### src/lut3d_pkg.sv
// Shared constants, types and the fixed-point lerp for the 3D LUT color map.
// Used by all block modules but lut3d_ram, lut3d_checker; depends on nothing.
`default_nettype none
package lut3d_pkg;

  localparam int MAX_SIZE    = 33;
  localparam int TABLE_DEPTH = MAX_SIZE * MAX_SIZE * MAX_SIZE;
  localparam int ADDR_W      = $clog2(TABLE_DEPTH);
  localparam int CH_W        = 17;            // stored channel, 0..65536
  localparam int IO_W        = 18;            // port channel, signed
  localparam int ENTRY_W     = 3 * CH_W;
  localparam int SIZE_W      = 6;
  localparam int ONE_FX      = 65536;
  localparam int QDEPTH      = 16;            // result queue depth
  localparam int QPTR_W      = $clog2(QDEPTH);
  localparam int CNT_W       = QPTR_W + 1;

  // transaction commands
  localparam logic CMD_WRITE  = 1'b0;
  localparam logic CMD_SAMPLE = 1'b1;

  // sample context that travels with the corner reads
  typedef struct packed {
    logic                     pass;   // table size zero: forward raw input
    logic [2:0][IO_W-1:0]     raw;
    logic [2:0][15:0]         frac;
  } samp_t;

  // a + floor(((b - a) * t + 32768) / 65536), endpoints in 0..65536
  function automatic logic [CH_W-1:0] lerp_fx(input logic [CH_W-1:0] a,
                                               input logic [CH_W-1:0] b,
                                               input logic [15:0]     t);
    logic signed [CH_W:0]   diff;
    logic signed [CH_W+17:0] prod;
    diff = $signed({1'b0, b}) - $signed({1'b0, a});
    prod = diff * $signed({1'b0, t}) + 35'sd32768;
    return CH_W'(a + prod[16+CH_W-1:16]);
  endfunction

endpackage
`default_nettype wire

### src/lut3d_fifo.sv
// Result queue between the blend pipeline and the output channel.
// Show-ahead FIFO; uses lut3d_pkg.
`default_nettype none
module lut3d_fifo
  import lut3d_pkg::*;
(
  input  wire logic                   clk_i,
  input  wire logic                   rst_ni,
  input  wire logic                   push_i,
  input  wire logic [2:0][IO_W-1:0]   push_data_i,
  input  wire logic                   pop_i,
  output logic                        valid_o,
  output logic      [2:0][IO_W-1:0]   data_o
);

  logic [2:0][IO_W-1:0] mem_q [QDEPTH];
  logic [QPTR_W-1:0]    wr_q, wr_d, rd_q, rd_d;
  logic [CNT_W-1:0]     cnt_q, cnt_d;

  // pointer and fill update
  always_comb begin
    wr_d  = push_i ? wr_q + QPTR_W'(1) : wr_q;
    rd_d  = pop_i ? rd_q + QPTR_W'(1) : rd_q;
    cnt_d = cnt_q + CNT_W'(push_i) - CNT_W'(pop_i);
  end

  always_ff @(posedge clk_i or negedge rst_ni) begin
    if (!rst_ni) begin
      wr_q  <= '0;
      rd_q  <= '0;
      cnt_q <= '0;
    end else begin
      wr_q  <= wr_d;
      rd_q  <= rd_d;
      cnt_q <= cnt_d;
    end
  end

  always_ff @(posedge clk_i) begin
    if (push_i) begin
      mem_q[wr_q] <= push_data_i;
    end
  end

  assign valid_o = (cnt_q != '0);
  assign data_o  = mem_q[rd_q];

endmodule
`default_nettype wire

### config.mk
export PLATFORM = sky130hd
export DESIGN_NAME = lut3d_fifo
export DESIGN_NICKNAME = d
export VERILOG_FILES = /design/src/lut3d_pkg.sv /design/src/lut3d_fifo.sv
export SDC_FILE = /design/constraint.sdc
export NUM_CORES = 1
export LEC_CHECK = 0
export BUFFER_PORTS_ARGS = -buffer_cell sky130_fd_sc_hd__buf_2
export CAP_MARGIN = 10
export CORE_ASPECT_RATIO = 1.25
export CORE_UTILIZATION = 48
export CTS_CLUSTER_DIAMETER = 80
export DETAILED_ROUTE_END_ITERATION = 8
export HOLD_SLACK_MARGIN = 0.12
export PLACE_DENSITY = 0.72
export SETUP_SLACK_MARGIN = 0.15
export SYNTH_ARGS = -nofsm -noshare
export SYNTH_HDL_FRONTEND = slang
export SYNTH_SLANG_ARGS = --single-unit
### constraint.sdc
create_clock -name clk_i -period 10.02 [get_ports clk_i]
set_clock_uncertainty 0.15 [all_clocks]
set_input_delay 2.505 -clock clk_i [delete_from_list [all_inputs] [get_ports clk_i]]
set_output_delay 2.505 -clock clk_i [all_outputs]
set_load 0.05 [all_outputs]
Word-level counts from Yosys, hierarchy flattened
Memory sizes are Yosys's and may differ from the RTL's.
Index checks and enable logic that the tools add are counted.
- register bits: 13
- memory bits (writable): 864
- input port bits: 58
- output and inout bits: 55
- word-level logic and storage cells: 11
- memories kept: 1
- memories (name ; depth ; width ; read ports ; clocked after memory_dff ; wr ports ; RTL line ; source):
    mem_q ; 16 ; 54 ; 1 ; 0 ; 1 ; lut3d_fifo.sv:16 ; logic [2:0][IO_W-1:0] mem_q [QDEPTH];
- $add $sub $neg: 4
- mux-type cells: 2
- reductions and logical operators: 1
- operators with widths (kind ; count):
    4-bit by 1-bit adder with 4-bit output (second input constant) ; 2
    5-bit by 1-bit adder with 5-bit output ; 1
    5-bit nonzero test ; 1
    5-bit by 1-bit subtractor with 5-bit output ; 1
    1-bit two-way mux ; 2

Depth between registers and ports, before layout
- depth after elaboration: 2
- gate-level depth with buffers: 8
- depth with buffers taken out: 8

Worst setup path after synthesis
OpenSTA, ideal clock, no wires.
- path type: input port to flip-flop
- from: in push_i
- to: mem mem_q[3][0] (netlist bit), enable pin
- library setup time: 532 ps
- arrival: 6593 ps
- data required time: 9338 ps
- path slack: 2745 ps
- stages on the path: 3
- path buffers: 1
- cell sequence: clkbuf_1 > nand2_1 > nor3_1
- cells in the longest elaborated chain, start to end: 2
- ends and longest elaborated chain (item ; RTL line ; source):
    start, declared ; lut3d_fifo.sv:9 ; input wire logic push_i,
    1-bit two-way mux ; lut3d_fifo.sv:40 ; if (push_i) begin
    1-bit two-way mux (not written as such) ; lut3d_fifo.sv:41 ; mem_q[wr_q] <= push_data_i;
    end, declared ; lut3d_fifo.sv:16 ;
Every way passes these cells.

==> reports/metrics.csv <==
stage,metric,value,unit
run_status,result of the run,"finished, final reports clean",
logic_synthesis,"Warnings, synthesis",0,
setup_path,path depth of the worst reg2reg path,5,
setup_path,worst reg2reg path startpoint,wr_q[0]$_DFFE_PN0P_,
layout,Nets,1616,
layout,Reg area,0.0263,mm2
global_routing,number of antenna violations at the first check in global routing,10,
routing,count of routing violations after the opening detailed-route iteration,1574,
logic_synthesis,dominant synthesized flop cell,edfxtp_1,
routing,Via density,6.04,
timing,relative slew slack,27.0,%
timing,number of endpoints failing setup at the final stage,0,
routing,Final Routed Wirelength,70600,um
timing,"Hold Violations, Final",0,
logic_synthesis,Post-Syn Instances,1397,
floorplan,# IOs,113,
global_routing,met1 capacity usage during global routing,27.2,%
global_routing,GR Layer Usage met3,3.95,%
global_routing,overall routing resource usage,20.5,%
routing,final routed wire length divided by cell count,28.4,um
floorplan,overall die height,295,um
setup_path,Crit path required time,7370,ps
placement,Place WS,4040,ps
logic_synthesis,sequential share of the synthesized area,79.7,%
floorplan,die area,0.0697,mm2
placement,quantity of I/O buffers inserted on ports,112,
clocking,number of H-tree branching levels,3,
setup_path,timing startpoint of the critical path,rd_q[0]$_DFFE_PN0P_,
timing,Final Max Tran Viols,0,
layout,layout cell share with drive strength beyond 1,30.5,%
logic_synthesis,number of different library cells in the post-synthesis netlist,26,
clocking,clock slew at the register clock pins of the worst setup and hold paths,60,ps
floorplan,die outline width,236,um
clocking,clock tree root driver cell,clkbuf_16,
layout,area growth from synthesis to final layout,13.0,%
layout,Multi-input gate area,0.00645,mm2
global_routing,most heavily used metal layer in global routing,met2,
floorplan,core region area,0.0680,mm2
layout,Post-Layout Cell Count,2483,
clocking,cts bufs inserted,82,
setup_path,Crit Reg-Reg Endpoint,mem_q[0][20]$_DFFE_PP_,
setup_path,end of the critical path,data_o[30],
timing,setup repair after global routing missed its margin,false,
clocking,CTS tree,done,
logic_synthesis,Syn Std Cell Area,0.0330,mm2
routing,DR DRC count,0,
global_routing,global routing usage on met2,34.7,%
logic_synthesis,register bit count reported by yosys,877,
logic_synthesis,Syn Nets,1467,
floorplan,Initial Utilization,48.5,%
setup_path,type of the worst setup path,flip-flop to primary output,
setup_path,setup slack of the most critical reg-to-reg path,6800,ps
logic_synthesis,share of flip-flops with an asynchronous set or reset after synthesis,1.48,%
layout,final core utilization,54.7,%
routing,Initial DRT Pass Iterations,5,
power_and_ir_drop,total power divided by cell area,303,mW/mm2
floorplan,number of standard-cell rows in the floorplan,107,
global_routing,largest net degree at the start of global routing,151,
routing,total number of vias,15000,
placement,post-DP HPWL,34900,um
routing,DRT antenna net count,0,
clocking,count of clock tree sinks,877,
layout,fill cell total of the finished layout,4963,
timing,post-route worst setup slack,3550,ps
setup_path,launching element type of the critical path,flip-flop,
placement,routability cong.,0.712,
setup_path,arrival time at the worst endpoint,3810,ps
worst_hold_path,worst min-delay path category,flip-flop to flip-flop,
timing,share of the cycle needed by the critical path after routing,64.6,%
clocking,total setup buffers inserted after CTS,0,
timing,final period demand of the worst path,6470,ps
logic_synthesis,average footprint of a synthesized cell,23.6,um2
clocking,cells resized by post-CTS repair,0,
clocking,cts-stage hold buffer count,0,
power_and_ir_drop,static power due to leakage,11.9,nW
logic_synthesis,number of flops mapped to enable cells by yosys,864,
timing,Slew @ Worst Pin,1090,ps
placement,placed insts,2334,
timing,final setup TNS,0,ps
power_and_ir_drop,Worst IR Drop VDD,0.220,mV
setup_path,Worst Setup End Kind,primary output,
clocking,CTS Buffer Depth,3,
setup_path,maximum fanout encountered on the critical timing path,112,
timing,Peak Freq,0.155,GHz
global_routing,vias in the first global route,15700,
job,count of max-cap constraint violations,0,
global_routing,GRT Residual Overflow,0,
clocking,clock latency on the worst-skew pair,620,ps
global_routing,wire length of the first global-routing pass,103000,um
[stage by stage]
step | power (W) | hold slack [ps] | cell area (um2)
after CTS | 0.0114 | 412 | 37200
after detailed placement | 0.00843 | 403 | 34600
after global placement | 0.00837 | 390 | 34600
after floorplan | 0.00739 | 343 | 33000
after global routing | 0.0117 | 421 | 37200
final | 0.0113 | 418 | 37200
[synth_stat cells (2+ instances only)]
master,count,area (um2)
edfxtp_1,864,25900
mux4_2,216,4860
a22oi_1,108,811
nand2_1,61,229
clkbuf_1,30,113
buf_2,25,125
buf_1,15,56.3
dfrtp_1,13,325
nor2_1,13,48.8
ha_1,11,138
inv_1,8,30.0
xnor2_1,5,43.8
xor2_1,5,43.8
buf_6,4,45.0
nor3_1,4,20.0
a21oi_1,2,10.0
nand2b_1,2,12.5
nand4_1,2,12.5
nor2b_1,2,12.5
[final cells by class]
type                       instances  share of cell area, %
multi-input combinational        438                   17.3
clock inverter                    39                  0.965
sequential                       877                   70.6
antenna                            2                 0.0134
tap                              872                   2.93
clock buffer                     108                   5.97
inverter                           8                 0.0807
timing repair buffer             139                   2.12
[power by group]
| part | total (W) | switching [W] | leakage [nW] | internal, W |
|---|---|---|---|---|
| Clock | 0.00300 | 0.00128 | 1.26 | 0.00172 |
| Combinational | 0.00365 | 0.00236 | 2.64 | 0.00128 |
| Sequential | 0.00464 | 0.000218 | 7.96 | 0.00442 |
| Total | 0.0113 | 0.00386 | 11.9 | 0.00742 |
[cell usage in the layout, fill, tap and decap left out, types with 2 or more instances in the layout]
cell type	instances
a21oi_1	2
a22oi_1	108
buf_12	2
buf_2	112
buf_4	25
bufinv_16	6
clkbuf_1	22
clkbuf_16	85
clkinv_1	13
clkinv_2	11
clkinv_4	3
clkinvlp_4	3
dfrtp_1	11
dfrtp_4	2
diode_2	2
edfxtp_1	864
ha_1	11
inv_1	8
inv_6	3
mux4_2	216
nand2_1	61
nand2b_1	2
nand4_1	2
nor2_4	13
nor2b_4	2
nor3_2	4
xnor2_1	5
xor2_1	5
[worst max-delay path, stage by stage (launching register included)]
cell and delay (ps):
dfrtp_4 1050, buf_12 710, mux4_2 610, a22oi_1 220, nand2_1 210, buf_2 270
[worst min-delay path by stage]
stage | start | to | slack [ps] | depth (start not counted)
after detailed placement | wr_q[0]$_DFFE_PN0P_ | wr_q[0]$_DFFE_PN0P_ | 400 | 1
after global placement | wr_q[0]$_DFFE_PN0P_ | wr_q[0]$_DFFE_PN0P_ | 390 | 1
after floorplan | rd_q[3]$_DFFE_PN0P_ | rd_q[3]$_DFFE_PN0P_ | 340 | 1
final | wr_q[0]$_DFFE_PN0P_ | wr_q[0]$_DFFE_PN0P_ | 420 | 1
after global routing | wr_q[0]$_DFFE_PN0P_ | wr_q[0]$_DFFE_PN0P_ | 420 | 1
after CTS | wr_q[0]$_DFFE_PN0P_ | wr_q[0]$_DFFE_PN0P_ | 410 | 1
[logic make-up after synthesis]
| group | share of synthesized area [%] |
|---|---|
| simple gates | 1.07 |
| xor+xnor | 0.266 |
| flops | 79.7 |
| compound gates | 2.55 |
| mux | 14.8 |
| fa+ha+maj | 0.478 |
| buf+inv | 1.12 |
[registers in the layout, indices dropped and copies added, names as in the netlist]
signal,cells
mem_q,864
cnt_q,5
rd_q,4
wr_q,4
[per-layer routing]
layer	vias up	routed length (um)
met1	7993	27600
li1	6277	-
met5	-	92
met2	603	36100
met3	104	5300
met4	12	1490
Note: power is estimated with default switching activity, not from simulation.
